[src/hw/rtl/vkp_pkg.sv]
// ----------------------------------------------------------------------------
// vkp_pkg
// Types, codes and the supported-keyword table of the VPD keyword parser.
// ----------------------------------------------------------------------------
package vkp_pkg;

  localparam int unsigned TableSize = 12;

  localparam logic [15:0] NameEnd   = 16'h5046;  // "PF"
  localparam logic [7:0]  PoundChar = 8'h23;     // '#'

  // Result kinds (tuser)
  typedef enum logic [1:0] {
    KIND_DATA  = 2'd0,
    KIND_EMPTY = 2'd1,
    KIND_END   = 2'd2
  } kind_e;

  // Encoding classes
  typedef enum logic [2:0] {
    CLASS_ASCII = 3'd0,
    CLASS_HEX   = 3'd1,
    CLASS_MAC   = 3'd2,
    CLASS_DATE  = 3'd3,
    CLASS_UUID  = 3'd4,
    CLASS_NONE  = 3'd5
  } class_e;

  // Walker phases, one-hot
  typedef enum logic [5:0] {
    PH_DONE  = 6'b000001,
    PH_NAME1 = 6'b000010,
    PH_NAME2 = 6'b000100,
    PH_LEN1  = 6'b001000,
    PH_LEN2  = 6'b010000,
    PH_DATA  = 6'b100000
  } phase_e;

  typedef logic [15:0] kw_name_t;

  localparam kw_name_t KwNames [TableSize] = '{
    16'h4452, 16'h504E, 16'h534E, 16'h4343, 16'h4857, 16'h4231,  // DR PN SN CC HW B1
    16'h564E, 16'h4D42, 16'h4D4D, 16'h5544, 16'h5650, 16'h5653   // VN MB MM UD VP VS
  };

  localparam class_e KwClasses [TableSize] = '{
    CLASS_ASCII, CLASS_ASCII, CLASS_ASCII, CLASS_ASCII, CLASS_HEX,   CLASS_MAC,
    CLASS_ASCII, CLASS_DATE,  CLASS_ASCII, CLASS_UUID,  CLASS_ASCII, CLASS_ASCII
  };

  // Register map (byte address / 4)
  localparam logic [0:0] RegFilterEnable = 1'b0;

endpackage

[src/hw/rtl/vpd_keyword_tlv_parser.sv]
// ----------------------------------------------------------------------------
// vpd_keyword_tlv_parser
// Walks the keyword list of a VPD record, one byte per transfer.
// ----------------------------------------------------------------------------
// The parser takes one raw byte of a record keyword area per transfer and
// sustains one byte per clock while no result waits unaccepted. Each byte
// lands in an input register. The walker state machine then consumes it
// and, when it yields a result, loads the result register. A result thus
// passes through the input register and then the result register.
// Both registers move together whenever the result register is empty or
// being drained. While a result waits unaccepted the walker holds, and the
// input stalls once its register is full. tuser on the input marks the first
// name byte of a list and restarts the walk from any point. Each keyword is
// a two-character name, a one-byte length (two bytes, little-endian, when
// the name starts with '#'), then its data bytes. Every data byte goes out
// with the name, its index, its encoding class and tlast on the final byte.
// A zero-length keyword gives one empty result with tlast set. "PF" gives an
// end-of-list result, after which bytes are dropped until the next list
// start. With filter_enable set (reset value), keywords outside the
// supported table are consumed without any result. filter_enable sits at
// APB address 0, bit 0.
// ----------------------------------------------------------------------------
module vpd_keyword_tlv_parser (
  input  logic        clk_i,
  input  logic        rst_ni,

  // Input stream
  input  logic        s_axis_tvalid,
  output logic        s_axis_tready,
  input  logic [7:0]  s_axis_tdata,   // [7:0] data_byte
  input  logic        s_axis_tuser,   // [0] list_start

  // Result stream
  output logic        m_axis_tvalid,
  input  logic        m_axis_tready,
  // [15:0] keyword_name, [18:16] encoding_class, [26:19] value_byte,
  // [42:27] byte_index, [47:43] zero
  output logic [47:0] m_axis_tdata,
  output logic [1:0]  m_axis_tuser,   // [1:0] kind
  output logic        m_axis_tlast,   // last_of_keyword

  // Configuration
  input  logic        psel,
  input  logic        penable,
  input  logic        pwrite,
  input  logic [2:0]  paddr,
  input  logic [31:0] pwdata,
  output logic [31:0] prdata,
  output logic        pready
);
  import vkp_pkg::*;

  // --------------------------------------------------------------------------
  // Config register
  // --------------------------------------------------------------------------
  logic filter_q;
  logic reg_hit;

  assign pready  = 1'b1;
  assign reg_hit = (paddr[2] == RegFilterEnable);

  always_ff @(posedge clk_i or negedge rst_ni) begin
    if (!rst_ni) begin
      filter_q <= 1'b1;
    end else if (psel && penable && pwrite && reg_hit) begin
      filter_q <= pwdata[0];
    end
  end

  assign prdata = reg_hit ? {31'd0, filter_q} : 32'd0;

  // --------------------------------------------------------------------------
  // Pipeline handshake: input register -> result register
  // --------------------------------------------------------------------------
  logic       in_vld_q;
  logic [7:0] in_byte_q;
  logic       in_start_q;
  logic       out_vld_q;
  logic       out_free;
  logic       advance;

  assign out_free      = !out_vld_q || m_axis_tready;
  assign advance       = in_vld_q && out_free;
  assign s_axis_tready = !in_vld_q || advance;

  always_ff @(posedge clk_i or negedge rst_ni) begin
    if (!rst_ni) begin
      in_vld_q <= 1'b0;
    end else if (s_axis_tready) begin
      in_vld_q <= s_axis_tvalid;
    end
  end

  always_ff @(posedge clk_i) begin
    if (s_axis_tready && s_axis_tvalid) begin
      in_byte_q  <= s_axis_tdata;
      in_start_q <= s_axis_tuser;
    end
  end

  // --------------------------------------------------------------------------
  // Walker state
  // --------------------------------------------------------------------------
  phase_e      phase_q, phase_d;
  kw_name_t    name_q, name_d;
  logic [7:0]  len_lo_q, len_lo_d;
  logic [15:0] remain_q, remain_d;
  logic [15:0] index_q, index_d;
  class_e      class_q, class_d;
  class_e      lookup_class;
  kw_name_t    full_name;
  logic [15:0] length;
  logic        passes;

  // Result candidate
  logic        emit;
  kind_e       r_kind;
  logic [7:0]  r_value;
  logic [15:0] r_index;
  logic        r_last;

  assign full_name = {name_q[15:8], in_byte_q};
  assign passes    = !filter_q || (class_q != CLASS_NONE);

  vkp_class_lookup u_lookup (
    .name_i  (full_name),
    .class_o (lookup_class)
  );

  always_comb begin
    phase_d  = phase_q;
    name_d   = name_q;
    len_lo_d = len_lo_q;
    remain_d = remain_q;
    index_d  = index_q;
    class_d  = class_q;
    emit     = 1'b0;
    r_kind   = KIND_DATA;
    r_value  = 8'd0;
    r_index  = 16'd0;
    r_last   = 1'b0;
    length   = 16'd0;

    if (in_start_q) begin
      // list start restarts from any phase
      name_d  = {in_byte_q, 8'd0};
      phase_d = PH_NAME2;
    end else begin
      case (phase_q)
        PH_NAME1: begin
          name_d  = {in_byte_q, 8'd0};
          phase_d = PH_NAME2;
        end
        PH_NAME2: begin
          name_d = full_name;
          if (full_name == NameEnd) begin
            class_d = CLASS_NONE;
            phase_d = PH_DONE;
            emit    = 1'b1;
            r_kind  = KIND_END;
          end else begin
            class_d = lookup_class;
            phase_d = PH_LEN1;
          end
        end
        PH_LEN1, PH_LEN2: begin
          if (phase_q == PH_LEN1) begin
            len_lo_d = in_byte_q;
            length   = {8'd0, in_byte_q};
          end else begin
            length   = {in_byte_q, len_lo_q};
          end
          if (phase_q == PH_LEN1 && name_q[15:8] == PoundChar) begin
            phase_d = PH_LEN2;
          end else if (length == 16'd0) begin
            // empty keyword
            phase_d = PH_NAME1;
            emit    = passes;
            r_kind  = KIND_EMPTY;
            r_last  = 1'b1;
          end else begin
            remain_d = length;
            index_d  = 16'd0;
            phase_d  = PH_DATA;
          end
        end
        PH_DATA: begin
          emit     = passes;
          r_kind   = KIND_DATA;
          r_value  = in_byte_q;
          r_index  = index_q;
          r_last   = (remain_q == 16'd1);
          remain_d = remain_q - 16'd1;
          index_d  = index_q + 16'd1;
          if (remain_d == 16'd0) begin
            phase_d = PH_NAME1;
          end
        end
        default: begin
          // done or an unused code: wait for list start
          phase_d = PH_DONE;
        end
      endcase
    end
  end

  always_ff @(posedge clk_i or negedge rst_ni) begin
    if (!rst_ni) begin
      phase_q  <= PH_DONE;
      name_q   <= '0;
      len_lo_q <= '0;
      remain_q <= '0;
      index_q  <= '0;
      class_q  <= CLASS_NONE;
    end else if (advance) begin
      phase_q  <= phase_d;
      name_q   <= name_d;
      len_lo_q <= len_lo_d;
      remain_q <= remain_d;
      index_q  <= index_d;
      class_q  <= class_d;
    end
  end

  // --------------------------------------------------------------------------
  // Result register
  // --------------------------------------------------------------------------
  kind_e       o_kind_q;
  kw_name_t    o_name_q;
  class_e      o_class_q;
  logic [7:0]  o_value_q;
  logic [15:0] o_index_q;
  logic        o_last_q;

  always_ff @(posedge clk_i or negedge rst_ni) begin
    if (!rst_ni) begin
      out_vld_q <= 1'b0;
    end else if (out_free) begin
      out_vld_q <= advance && emit;
    end
  end

  // name and class carry their updated values, as the end-of-list result needs
  always_ff @(posedge clk_i) begin
    if (advance && emit) begin
      o_kind_q  <= r_kind;
      o_name_q  <= name_d;
      o_class_q <= class_d;
      o_value_q <= r_value;
      o_index_q <= r_index;
      o_last_q  <= r_last;
    end
  end

  assign m_axis_tvalid = out_vld_q;
  assign m_axis_tdata  = {5'd0, o_index_q, o_value_q, o_class_q, o_name_q};
  assign m_axis_tuser  = o_kind_q;
  assign m_axis_tlast  = o_last_q;

endmodule

[src/hw/rtl/vkp_class_lookup.sv]
// ----------------------------------------------------------------------------
// vkp_class_lookup
// Matches a keyword name against the supported-keyword table.
// ----------------------------------------------------------------------------
module vkp_class_lookup (
  input  vkp_pkg::kw_name_t name_i,
  output vkp_pkg::class_e   class_o
);
  import vkp_pkg::*;

  // Table names are unique, so at most one entry hits.
  always_comb begin
    class_o = CLASS_NONE;
    for (int i = 0; i < TableSize; i++) begin
      if (KwNames[i] == name_i) begin
        class_o = KwClasses[i];
      end
    end
  end

endmodule

[config.mk]
export PLATFORM = sky130hd
export DESIGN_NAME = vpd_keyword_tlv_parser
export DESIGN_NICKNAME = d
export VERILOG_FILES = /design/src/hw/rtl/vkp_pkg.sv /design/src/hw/rtl/vpd_keyword_tlv_parser.sv /design/src/hw/rtl/vkp_class_lookup.sv
export SDC_FILE = /design/constraint.sdc
export NUM_CORES = 1
export LEC_CHECK = 0
export BUFFER_PORTS_ARGS = -buffer_cell sky130_fd_sc_hd__buf_2
export CAP_MARGIN = 0
export CELL_PAD_IN_SITES_DETAIL_PLACEMENT = 0
export CELL_PAD_IN_SITES_GLOBAL_PLACEMENT = 1
export CORE_UTILIZATION = 38
export CTS_CLUSTER_SIZE = 8
export DETAILED_ROUTE_END_ITERATION = 7
export PLACE_DENSITY = 0.76
export RECOVER_POWER = 25
export SLEW_MARGIN = 15
export SYNTH_ARGS = -nofsm -noshare
export SYNTH_HDL_FRONTEND = slang
export SYNTH_SLANG_ARGS = --single-unit
[constraint.sdc]
create_clock -name clk_i -period 4.6 [get_ports clk_i]
set_clock_uncertainty 0.05 [all_clocks]
set_input_delay 1.15 -clock clk_i [delete_from_list [all_inputs] [get_ports clk_i]]
set_output_delay 1.15 -clock clk_i [all_outputs]
set_load 0.05 [all_outputs]
==> results of run 1 <==
[where the power goes]
group | switching (W) | internal [W] | total (W)
Clock | 0.000488 | 0.000844 | 0.00133
Combinational | 0.000460 | 0.000259 | 0.000719
Sequential | 0.000145 | 0.00127 | 0.00141
[Yosys cell counts, types with 3 or more instances]
cell / n / area (um^2)
nand2_1: 84 / 315
or3_1: 3 / 18.8
nand2b_1: 12 / 75.1
inv_1: 10 / 37.5
clkbuf_1: 24 / 90.1
nor3_1: 19 / 95.1
xor2_1: 6 / 52.6
buf_4: 39 / 293
nand4b_1: 3 / 26.3
nor2b_1: 5 / 31.3
and2_1: 30 / 188
a31oi_1: 7 / 43.8
or4_1: 6 / 45.0
a21oi_1: 22 / 110
and3_1: 5 / 31.3
nand4_1: 5 / 31.3
xnor2_1: 3 / 26.3
a22o_1: 9 / 78.8
ha_1: 4 / 50.1
o41ai_1: 3 / 26.3
nor4b_1: 6 / 52.6
mux2_2: 22 / 248
o31ai_1: 7 / 52.6
dfrtp_1: 64 / 1600
edfxtp_1: 55 / 1650
nand3_1: 15 / 75.1
mux2i_1: 6 / 60.1
buf_2: 5 / 25.0
nor2_1: 43 / 161
nand3b_1: 4 / 30.0
nor4_1: 12 / 75.1
o21ai_0: 46 / 230
dfstp_2: 4 / 105
[metal layers]
layer / up-vias / routed length (um)
li1: 2324 / -
met2: 181 / 6800
met1: 2348 / 6690
met4: 0 / 297
met5: - / 0
met3: 24 / 774
[flip-flops by register name (all words and copies together) (netlist names)]
signal	flops
m_axis_tvalid	1
name_q	16
o_index_q	16
m_axis_tlast	1
o_value_q	8
o_class_q	3
index_q	16
phase_q	6
in_byte_q	8
in_start_q	1
m_axis_tuser	2
in_vld_q	1
len_lo_q	8
o_name_q	16
remain_q	16
filter_q	1
class_q	3
[area by class of cell]
cell class | count | share of cell area [%]
flip-flops and latches | 123 | 45.0
multi-input cells | 465 | 37.0
clock buffers | 19 | 6.22
repair buffers | 77 | 5.64
well taps | 220 | 3.69
clock inverters | 13 | 1.90
inverters | 10 | 0.503
[worst max-delay path by stage]
stage                                       end  depth (start not counted)
floorplan            m_axis_tlast$_SDFFCE_PP0P_                          5
global placement    o_index_q[10]$_SDFFCE_PP0P_                          5
detailed placement  o_index_q[12]$_SDFFCE_PP0P_                          6
CTS                  o_index_q[7]$_SDFFCE_PP0P_                          6
global route         o_index_q[7]$_SDFFCE_PP0P_                          6
finish               o_index_q[7]$_SDFFCE_PP0P_                          6
[cell usage in the layout, fill, tap and decap left out, types with 9 or more instances in the layout]
cell       netlist  routed
nand2_1         84      84
mux2_2          22      22
buf_2            5      64
nor2_1          43      43
buf_4           39       9
nor4_1          12      12
o21ai_0         46      46
a22o_1           9       9
inv_1           10      10
nor3_1          19      19
nand2b_1        12      12
a21oi_1         22      21
dfrtp_1         64      64
nand3_1         15      15
clkbuf_16        0      18
edfxtp_1        55      55
conb_1           2      37
and2_1          30      29
[critical path, stage by stage, from the launching register on]
cell and delay [ns]:
edfxtp_1 0.66, nor4b_1 0.66, nand2_1 0.15, nor4_1 0.61
nand2_1 0.21, a21oi_4 0.57, buf_12 0.28
[logic make-up after synthesis]
family          Yosys count  synth area share [%]
xor+xnor                  9                  1.22
compound gates          120                  12.1
buf+inv                  83                  7.35
fa+ha+maj                 4                 0.776
simple gates            267                  21.6
other cells               2                 0.116
mux                      28                  4.77
flops                   123                  52.1
[per-stage QoR]
step                worst slack, ns  total power, W
floorplan                      1.02         0.00198
CTS                            1.14         0.00349
global placement               1.25         0.00212
global route                  0.800         0.00364
detailed placement             1.16         0.00215
finish                         1.08         0.00346
==> insert_results.sql, run 1 <==
INSERT INTO impl_metrics (metric_group, metric, value, unit) VALUES
('floorplanning', 'core_area', '0.0166', 'mm^2'),
('placed_design', 'numPlacedInstances', '895', ''),
('synthesis', 'syn_area_per_cell', '10.1', 'um^2'),
('clock_tree', 'h-tree-depth', '4', ''),
('placed_design', 'gp_congestion', '0.919', ''),
('route', 'drc', '0', ''),
('clock_tree', 'cts_buffer_depth', '2', ''),
('route', 'first_pass_iters', '5', ''),
('status', 'run_status', 'finished, violations left', ''),
('sta', 'drv_slew', '40', ''),
('job', 'drv_cap', '1', ''),
('critical_path', 'rr_worst_depth', '6', ''),
('global_routing', 'via_count_of_the_first_global_routing_pass', '4604', ''),
('layout', 'final.fill_count', '1590', ''),
('sta', 'holdWs', '0.429', 'ns'),
('status', 'violations', 'max-capacitance violations, max-slew violations', ''),
('sta', 'post-route-min-period', '3.52', 'ns'),
('global_routing', 'grt_max_degree', '40', ''),
('synthesis', 'synth_seq_area_share', '52.1', '%'),
('layout', 'final-instance-count-excl-fill', '927', ''),
('sta', 'layout_worst_path_cycle_share', '76.6', '%'),
('synthesis', 'synth-main-ff-cell', 'dfrtp_1', ''),
('placed_design', 'numPortBuffers', '66', ''),
('power_and_ir_drop', 'power_density', '464', 'mW/mm^2'),
('global_routing', 'use_met2', '28.0', '%'),
('route', 'route.vias.total', '4877', ''),
('sta', 'maximum_clock_frequency', '284', 'MHz'),
('floorplanning', 'num_rows', '47', ''),
('layout', 'drive_gt1_share', '20.5', '%'),
('synthesis', 'total_of_flip_flops_plus_latches_after_synthesis', '123', ''),
('clock_tree', 'cts_repair_resize_count', '0', ''),
('clock_tree', 'clkLatencyLatePin', '0.42', 'ns'),
('global_routing', 'gr_peak_layer', 'met2', ''),
('synthesis', 'synth_edf_count', '55', ''),
('critical_path', 'timing.critical_path.to_type', 'flip-flop', ''),
('layout', 'area_growth_syn_to_layout', '15.6', '%'),
('clock_tree', 'cts-buffers-inserted', '17', ''),
('synthesis', 'yosys_warnings', '0', ''),
('layout', 'final_core_utilization', '45.0', '%'),
('global_routing', 'grt-ovfl-total', '0', ''),
('critical_path', 'critical_path_peak_fanout', '34', ''),
('floorplanning', 'floorplan.initialDensity', '38.9', '%'),
('clock_tree', 'cts_num_sinks', '123', ''),
('synthesis', 'library_cells_used_by_synthesis', '68', ''),
('critical_path', 'critPathLaunchType', 'flip-flop', ''),
('clock_tree', 'clock_tree_from_tritoncts', 'done', ''),
('critical_path', 'r2r_end', 'o_index_q[7]$_SDFFCE_PP0P_', ''),
('global_routing', 'grt_pass1_wl', '23800', 'um'),
('critical_path', 'r2r_slack', '1.08', 'ns'),
('critical_path', 'crit-reg2reg-launch', 'in_byte_q[7]$_DFFE_PP_', ''),
('global_routing', 'grtUsageMet1', '22.7', '%'),
('min_path', 'min_path_type', 'flip-flop to flip-flop', ''),
('sta', 'maxSlewHeadroom', '-47.1', '%'),
('synthesis', 'synth_cell_area', '0.00645', 'mm^2'),
('route', 'route.detailed.wl_per_inst', '15.7', 'um'),
('clock_tree', 'path_clk_slew', '0.06', 'ns'),
('synthesis', 'asyncSetResetFlopFracSynth', '55.3', '%'),
('global_routing', 'grt.met3_usage', '4.11', '%'),
('layout', 'nets', '749', ''),
('critical_path', 'required', '4.66', 'ns'),
('global_routing', 'track_usage', '17.5', '%'),
('min_path', 'min_from', 'name_q[1]$_DFFE_PN0P_', ''),
('sta', 'fin_tns_setup', '0', 'ns'),
('synthesis', 'synthesized_instance_count', '636', ''),
('layout', 'stdcell_area', '0.00746', 'mm^2'),
('sta', 'worst_slew_pin_slew', '2.21', 'ns'),
('sta', 'final-hold-violation-count', '0', ''),
('clock_tree', 'cts.root.buffer_cell', 'clkbuf_16', ''),
('global_routing', 'antenna_found_initial', '0', ''),
('critical_path', 'cp-startpoint', 'in_byte_q[7]$_DFFE_PP_', ''),
('route', 'drt-vias-per-instance', '5.26', '');
Power figures use the tool's default switching activity.
==> inputs of run 2 (changes only) <==
ABC_AREA = 1   (was unset)
CORE_UTILIZATION = 41   (was 38)
PLACE_DENSITY = 0.8   (was 0.76)
clock period = 3.63 ns   (was 4.6 ns; I/O delays follow)
==> run 2 against run 1 <==
  * The run still ends with max-capacitance violations, max-slew violations left
  * Core utilization rose by 3.3 points
  * Sequential cell count did not move
  * Critical path depth rose by 6
  * Non-clock buffer count fell by 2
  * Synthesized cell count rose by 23%
  * Global-route usage rose by 3.1 points
  * Clock power rose by 24%
  * Combinational power rose by 54%
  * Area after synthesis rose by 2.9%
  * Cell area rose by 2.4%
  * Via count rose by 8.0%
  * Maximum frequency rose by 15%
  * Largest cell class unchanged
==> insert_results.sql, run 2 <==
INSERT INTO impl_metrics (metric_group, metric, value, unit) VALUES
('status', 'run_status', 'finished, violations left', ''),
('status', 'violations', 'max-capacitance violations, max-slew violations', ''),
('placed_design', 'gp_congestion', '0.879', ''),
('floorplanning', 'die_area', '0.0167', 'mm^2'),
('min_path', 'min_path_type', 'flip-flop to flip-flop', ''),
('clock_tree', 'post_cts_buffers', '0', ''),
('clock_tree', 'ctsHoldBuffers', '0', ''),
('clock_tree', 'clock_tree_from_tritoncts', 'done', ''),
('critical_path', 'critical-path-slowest-cell', 'dfrtp_1', ''),
('power_and_ir_drop', 'ir_worst_vdd', '0.369', 'mV'),
('floorplanning', 'floorplan.initialDensity', '42.0', '%'),
('global_routing', 'antenna_found_initial', '0', ''),
('layout', 'final-instance-count-excl-fill', '1086', ''),
('clock_tree', 'cts.root.buffer_cell', 'clkbuf_16', ''),
('sta', 'worst_slew_pin_slew', '1.84', 'ns'),
('sta', 'post-route-min-period', '3.07', 'ns'),
('layout', 'n_antenna_cell', '0', ''),
('global_routing', 'via_count_of_the_first_global_routing_pass', '5065', ''),
('floorplanning', 'core_area', '0.0158', 'mm^2'),
('synthesis', 'synth_cell_area', '0.00664', 'mm^2'),
('critical_path', 'r2r_slack', '0.56', 'ns'),
('clock_tree', 'h-tree-depth', '4', ''),
('placed_design', 'numPlacedInstances', '1054', ''),
('synthesis', 'synth_seq_area_share', '50.6', '%'),
('global_routing', 'grt-ovfl-total', '0', ''),
('synthesis', 'ys_top_cells_by_area', 'edfxtp_1 25%, dfrtp_1 24%, nand2_1 11%, nor2_1 5.2%, inv_1 5.0%', ''),
('synthesis', 'asyncSetResetFlopFracSynth', '55.3', '%'),
('synthesis', 'synth.most_common_cell', 'nand2_1', ''),
('sta', 'fin_tns_setup', '0', 'ns'),
('sta', 'maxSlewHeadroom', '-22.6', '%'),
('floorplanning', 'num_io_pins', '137', ''),
('sta', 'layout_worst_path_cycle_share', '84.6', '%'),
('critical_path', 'critPathMaxStageDelay', '0.45', 'ns'),
('job', 'drv_cap', '1', ''),
('clock_tree', 'path_clk_slew', '0.06', 'ns'),
('layout', 'most_common_library_cell_in_the_layout_ignoring_fill_and_taps', 'nand2_1', ''),
('critical_path', 'required', '3.69', 'ns'),
('critical_path', 'cp.buffers_inverters', '2', ''),
('synthesis', 'netlist_top_cells_count', '186 x nand2_1, 92 x nor2_1, 89 x inv_1', ''),
('route', 'route.detailed.wl_per_inst', '14.7', 'um'),
('synthesis', 'syn_area_per_cell', '8.46', 'um^2'),
('synthesis', 'total_of_flip_flops_plus_latches_after_synthesis', '123', ''),
('synthesis', 'synthesized_instance_count', '785', ''),
('layout', 'area_growth_syn_to_layout', '15.0', '%'),
('min_path', 'cell_depth_of_the_worst_hold_path', '2', ''),
('layout', 'nets', '912', ''),
('route', 'ant_nets', '0', ''),
('critical_path', 'critPathArrivalTime', '3.13', 'ns'),
('critical_path', 'setup.worst_path.class', 'flip-flop to flip-flop', ''),
('placed_design', 'numPortBuffers', '66', ''),
('synthesis', 'synth-main-ff-cell', 'dfrtp_1', ''),
('route', 'drtIter0Drc', '348', ''),
('route', 'route.vias.total', '5267', ''),
('critical_path', 'cp.depth', '12', ''),
('synthesis', 'yosys_warnings', '0', ''),
('floorplanning', 'fp.dieH', '129', 'um'),
('power_and_ir_drop', 'leakagePower', '3.42', 'nW'),
('critical_path', 'critPathLaunchType', 'flip-flop', ''),
('clock_tree', 'cts_buffer_depth', '2', ''),
('critical_path', 'critical-path-top-cell-by-count', 'nand2_1', ''),
('sta', 'grt_setup_unrepaired', 'false', ''),
('global_routing', 'grt_pass1_wl', '25800', 'um'),
('floorplanning', 'floorplan.die.width', '129', 'um'),
('critical_path', 'critical_path.top_delay_family', 'simple AND/OR/NAND/NOR gates', ''),
('sta', 'final-hold-violation-count', '0', ''),
('sta', 'drv_slew', '69', ''),
('clock_tree', 'cts-buffers-inserted', '17', ''),
('synthesis', 'post-synth-top-area-cell', 'edfxtp_1', ''),
('clock_tree', 'clkLatencyLatePin', '0.42', 'ns'),
('clock_tree', 'cts_num_sinks', '123', ''),
('synthesis', 'library_cells_used_by_synthesis', '41', ''),
('route', 'first_pass_iters', '5', ''),
('critical_path', 'cp_cell_sequence', 'nor2_4 > nand3_2 > o21ai_1 > nand3_1 > nor2_2 > nand4_1 > nand2_1 > nand2_1 > nand2_1 > nand2_1 > inv_2 > buf_12', ''),
('critical_path', 'critical_path_peak_fanout', '34', ''),
('critical_path', 'timing.critical_path.to_type', 'flip-flop', ''),
('sta', 'finalSetupViolCount', '0', ''),
('layout', 'most_frequent_cells_in_the_layout', '186 x nand2_1, 92 x nor2_1, 88 x inv_1', ''),
('placed_design', 'dpl.hpwl', '11100', 'um'),
('floorplanning', 'num_rows', '46', ''),
('clock_tree', 'cts_repair_resize_count', '0', ''),
('global_routing', 'grt_max_degree', '69', ''),
('layout', 'final.fill_count', '1562', ''),
('route', 'route.final.wire_length', '15900', 'um'),
('layout', 'drive_gt1_share', '17.7', '%'),
('power_and_ir_drop', 'power_density', '609', 'mW/mm^2'),
('synthesis', 'synth_edf_count', '55', ''),
('global_routing', 'track_usage', '20.6', '%'),
('sta', 'maximum_clock_frequency', '325', 'MHz'),
('critical_path', 'rr_worst_depth', '12', ''),
('route', 'drc', '0', ''),
('route', 'drt-vias-per-instance', '4.85', ''),
('synthesis', 'synth_top_area_share', '24.9', '%');
-- run 2: changes by cell type in the layout (fill, tap and decap cells not counted), moves of 22 or more --
cell,delta
inv_1,+78
nand3_1,+37
nor2_1,+49
mux2_2,-22
and2_1,-29
nand2_1,+102
o21ai_2,+22
-- run 2: final cells by class --
| type | count | area [um^2] | area share [%] |
|---|---|---|---|
| clock buffer | 18 | 429 | 5.62 |
| clock inverter | 14 | 148 | 1.93 |
| inverter | 92 | 345 | 4.52 |
| multi-input combinational | 548 | 2670 | 34.9 |
| sequential | 123 | 3360 | 44.0 |
| tap | 216 | 270 | 3.54 |
| timing repair buffer | 75 | 420 | 5.51 |
-- run 2: tightest hold or removal path, cell delays in order, from the launching register on --
cell     delay, ns
dfstp_2       0.37
nand2_1       0.06
nand2_1       0.05
-- run 2: cell families (layout without fill, tap and decap cells) --
group	Yosys count	count (layout)	synth area share, %
fa+ha+maj	4	4	0.754
flops	123	123	50.6
xor+xnor	13	13	1.71
compound gates	109	109	10.3
simple gates	385	385	25.3
buf+inv	149	199	11.3
other cells	2	37	0.113
-- run 2: metrics by stage --
stage / area, um^2 / setup WS [ns] / total power (W) / utilization, % / hold slack (ns)
floorplan: 6770 / 0.692 / 0.00276 / - / 0.403
global placement: 7070 / 0.643 / 0.00301 / 44.7 / 0.416
detailed placement: 7070 / 0.613 / 0.00302 / 44.7 / 0.423
CTS: 7650 / 0.607 / 0.00469 / 48.3 / 0.436
global route: 7640 / 0.312 / 0.00493 / 48.2 / 0.445
finish: 7640 / 0.558 / 0.00465 / 48.2 / 0.432
-- run 2: power by group --
group | switching (W) | internal, W
Clock | 0.000645 | 0.00101
Combinational | 0.000767 | 0.000345
Sequential | 0.000202 | 0.00168
Total | 0.00161 | 0.00304
-- run 2: worst paths after layout --
check,start,end
setup / recovery,phase_q[4]$_DFFE_PN0P_,o_index_q[7]$_SDFFCE_PP0P_
hold / removal,class_q[0]$_DFFE_PN1P_,class_q[0]$_DFFE_PN1P_
setup reg to reg,phase_q[4]$_DFFE_PN0P_,o_index_q[7]$_SDFFCE_PP0P_
hold reg to reg,class_q[0]$_DFFE_PN1P_,class_q[0]$_DFFE_PN1P_
max in group asynchronous,rst_ni,name_q[9]$_DFFE_PN0P_
min in group asynchronous,rst_ni,remain_q[14]$_DFFE_PN0P_
-- run 2: per-layer routing --
layer / global-route usage (%) / up-vias / share of wire [%]
met5: 0 / - / 0
met4: 8.03 / 0 / 2.4
met3: 4.71 / 23 / 3.9
met2: 33.0 / 135 / 46
met1: 27.1 / 2451 / 47
li1: - / 2658 / -
==> inputs of run 3 (changes only) <==
CORE_UTILIZATION = 37   (was 41)
PLACE_DENSITY = 0.77   (was 0.8)
clock period = 2.6 ns   (was 3.63 ns; I/O delays follow)
==> run 3 against run 2 <==
  * The flow still finishes with violations (max-capacitance violations, max-slew violations)
  * Die area increased by 11%
  * Hold slack got worse by 0.086 ns
  * Power increased by 46%
  * Combinational power increased by 51%
  * Non-clock buffer count increased by 45
  * Largest power group unchanged
==> insert_results.sql, run 3 (synthesis gave the netlist of run 2 again) <==
INSERT INTO impl_metrics (metric_group, metric, value, unit) VALUES
('sta', 'maxSlewHeadroom', '-27.1', '%'),
('global_routing', 'track_usage', '19.2', '%'),
('power_and_ir_drop', 'power_density', '832', 'mW/mm^2'),
('critical_path', 'critPathLaunchType', 'flip-flop', ''),
('route', 'drc', '0', ''),
('sta', 'fin_ws', '0.152', 'ns'),
('clock_tree', 'clock_tree_from_tritoncts', 'done', ''),
('power_and_ir_drop', 'ir_worst_vdd', '0.445', 'mV'),
('layout', 'drive_gt1_share', '22.6', '%'),
('sta', 'post-route-min-period', '2.45', 'ns'),
('placed_design', 'dpl.hpwl', '11800', 'um'),
('critical_path', 'timing.critical_path.to_type', 'flip-flop', ''),
('sta', 'drv_slew', '69', ''),
('power_and_ir_drop', 'p_total', '0.00678', 'W'),
('sta', 'grt_setup_unrepaired', 'true', ''),
('route', 'ant_nets', '0', ''),
('placed_design', 'dpl_worst_slack', '0.0751', 'ns'),
('route', 'drt-vias-per-instance', '4.82', ''),
('critical_path', 'critPathArrivalTime', '2.54', 'ns'),
('placed_design', 'place_area', '0.00737', 'mm^2'),
('clock_tree', 'path_clk_slew', '0.06', 'ns'),
('power_and_ir_drop', 'leakagePower', '3.68', 'nW'),
('clock_tree', 'clkLatencyLatePin', '0.43', 'ns'),
('placed_design', 'gp_congestion', '0.913', ''),
('layout', 'stdcell_area', '0.00815', 'mm^2'),
('clock_tree', 'cts.root.buffer_cell', 'clkbuf_16', ''),
('clock_tree', 'cts-buffers-inserted', '17', ''),
('floorplanning', 'core_area', '0.0174', 'mm^2'),
('critical_path', 'setup.worst_path.class', 'flip-flop to flip-flop', ''),
('floorplanning', 'num_io_pins', '137', ''),
('sta', 'worst_slew_pin_slew', '1.91', 'ns'),
('layout', 'most_frequent_cells_in_the_layout', '181 x nand2_1, 91 x nor2_1, 87 x inv_1', ''),
('status', 'violations', 'max-capacitance violations, max-slew violations', ''),
('layout', 'most_common_library_cell_in_the_layout_ignoring_fill_and_taps', 'nand2_1', ''),
('floorplanning', 'floorplan.die.width', '136', 'um'),
('global_routing', 'grt-ovfl-total', '0', ''),
('sta', 'finalSetupViolCount', '0', ''),
('route', 'drtIter0Drc', '367', ''),
('sta', 'maximum_clock_frequency', '409', 'MHz'),
('status', 'run_status', 'finished, violations left', ''),
('placed_design', 'numPortBuffers', '66', ''),
('floorplanning', 'floorplan.initialDensity', '38.1', '%'),
('global_routing', 'antenna_found_initial', '0', ''),
('min_path', 'min_path_type', 'input port to flip-flop', ''),
('route', 'route.vias.total', '5494', ''),
('layout', 'nets', '958', ''),
('critical_path', 'required', '2.69', 'ns'),
('layout', 'final_core_utilization', '46.8', '%'),
('global_routing', 'via_count_of_the_first_global_routing_pass', '5112', ''),
('floorplanning', 'num_rows', '48', ''),
('global_routing', 'grt_max_degree', '69', ''),
('floorplanning', 'die_area', '0.0185', 'mm^2'),
('route', 'first_pass_iters', '5', ''),
('layout', 'n_antenna_cell', '0', ''),
('sta', 'final-hold-violation-count', '0', ''),
('sta', 'layout_worst_path_cycle_share', '94.1', '%'),
('floorplanning', 'fp.dieH', '136', 'um'),
('clock_tree', 'cts_buffer_depth', '2', ''),
('clock_tree', 'cts_num_sinks', '123', ''),
('route', 'route.final.wire_length', '17200', 'um'),
('global_routing', 'grt_pass1_wl', '26700', 'um'),
('job', 'drv_cap', '1', ''),
('layout', 'area_growth_syn_to_layout', '22.7', '%'),
('route', 'route.detailed.wl_per_inst', '15.1', 'um'),
('clock_tree', 'h-tree-depth', '4', ''),
('critical_path', 'critical_path_peak_fanout', '7', '');
-- run 3: what timing repair did --
action                     CTS  global route
hold buffers                 0             0
gates resized for setup      0            15
buffers inserted             0             4
setup endpoints to repair    0            46
-- run 3: report_power, final --
| part | internal (W) | switching, W |
|---|---|---|
| combinational | 0.000575 | 0.00111 |
| sequential | 0.00235 | 0.000284 |
| clock | 0.00159 | 0.000872 |
-- run 3: critical path: stages, from the launching register on --
cell and delay (ns):
dfstp_2 0.57, nor2_4 0.07, buf_4 0.16, nand4_1 0.09
nand2_1 0.08, nor2_1 0.10, nand2_1 0.08, nor2_2 0.12
nand4_1 0.12, nand2_1 0.12, nand2_1 0.06, nand2_1 0.07
nand2_2 0.08, clkinvlp_4 0.09, buf_12 0.15, clkbuf_16 0.16
-- run 3: layout make-up --
cell class	count	area (um^2)
repair buffers	120	833
fillers	1726	9270
clock inverters	14	178
well taps	225	282
flip-flops and latches	123	3360
clock buffers	18	429
multi-input cells	549	2720
inverters	92	349
-- run 3: per-layer routing --
metal / GRT usage [%] / vias up / wire, um
met3: 4.70 / 31 / 688
li1: - / 2765 / -
met5: 0 / - / 0
met2: 30.6 / 126 / 8170
met4: 6.42 / 0 / 382
met1: 25.6 / 2572 / 8000
-- run 3: final timing paths --
check / from / endpoint / slack (ns) / cells after the start
worst max register to register: phase_q[0]$_DFFE_PN1P_ / m_axis_tuser[0]$_SDFFCE_PP0P_ / 0.15 / 15
worst max-delay path: phase_q[0]$_DFFE_PN1P_ / m_axis_tuser[0]$_SDFFCE_PP0P_ / 0.15 / 15
min in group asynchronous: rst_ni / remain_q[7]$_DFFE_PN0P_ / 0.76 / 2
worst min-delay path: s_axis_tuser / in_start_q$_DFFE_PP_ / 0.35 / 1
max in group asynchronous: rst_ni / name_q[11]$_DFFE_PN0P_ / 0.57 / 2
worst min register to register: len_lo_q[0]$_DFFE_PN0P_ / len_lo_q[0]$_DFFE_PN0P_ / 0.43 / 2
-- run 3: through the flow --
| stage | hold WS, ns | setup TNS (ns) | cells |
|---|---|---|---|
| after floorplan | 0.304 | 0 | 820 |
| after global placement | 0.418 | 0 | 1099 |
| after detailed placement | 0.419 | 0 | 1099 |
| after CTS | 0.215 | 0 | 1131 |
| after global routing | 0.333 | -2.52 | 1141 |
| final | 0.346 | 0 | 1141 |
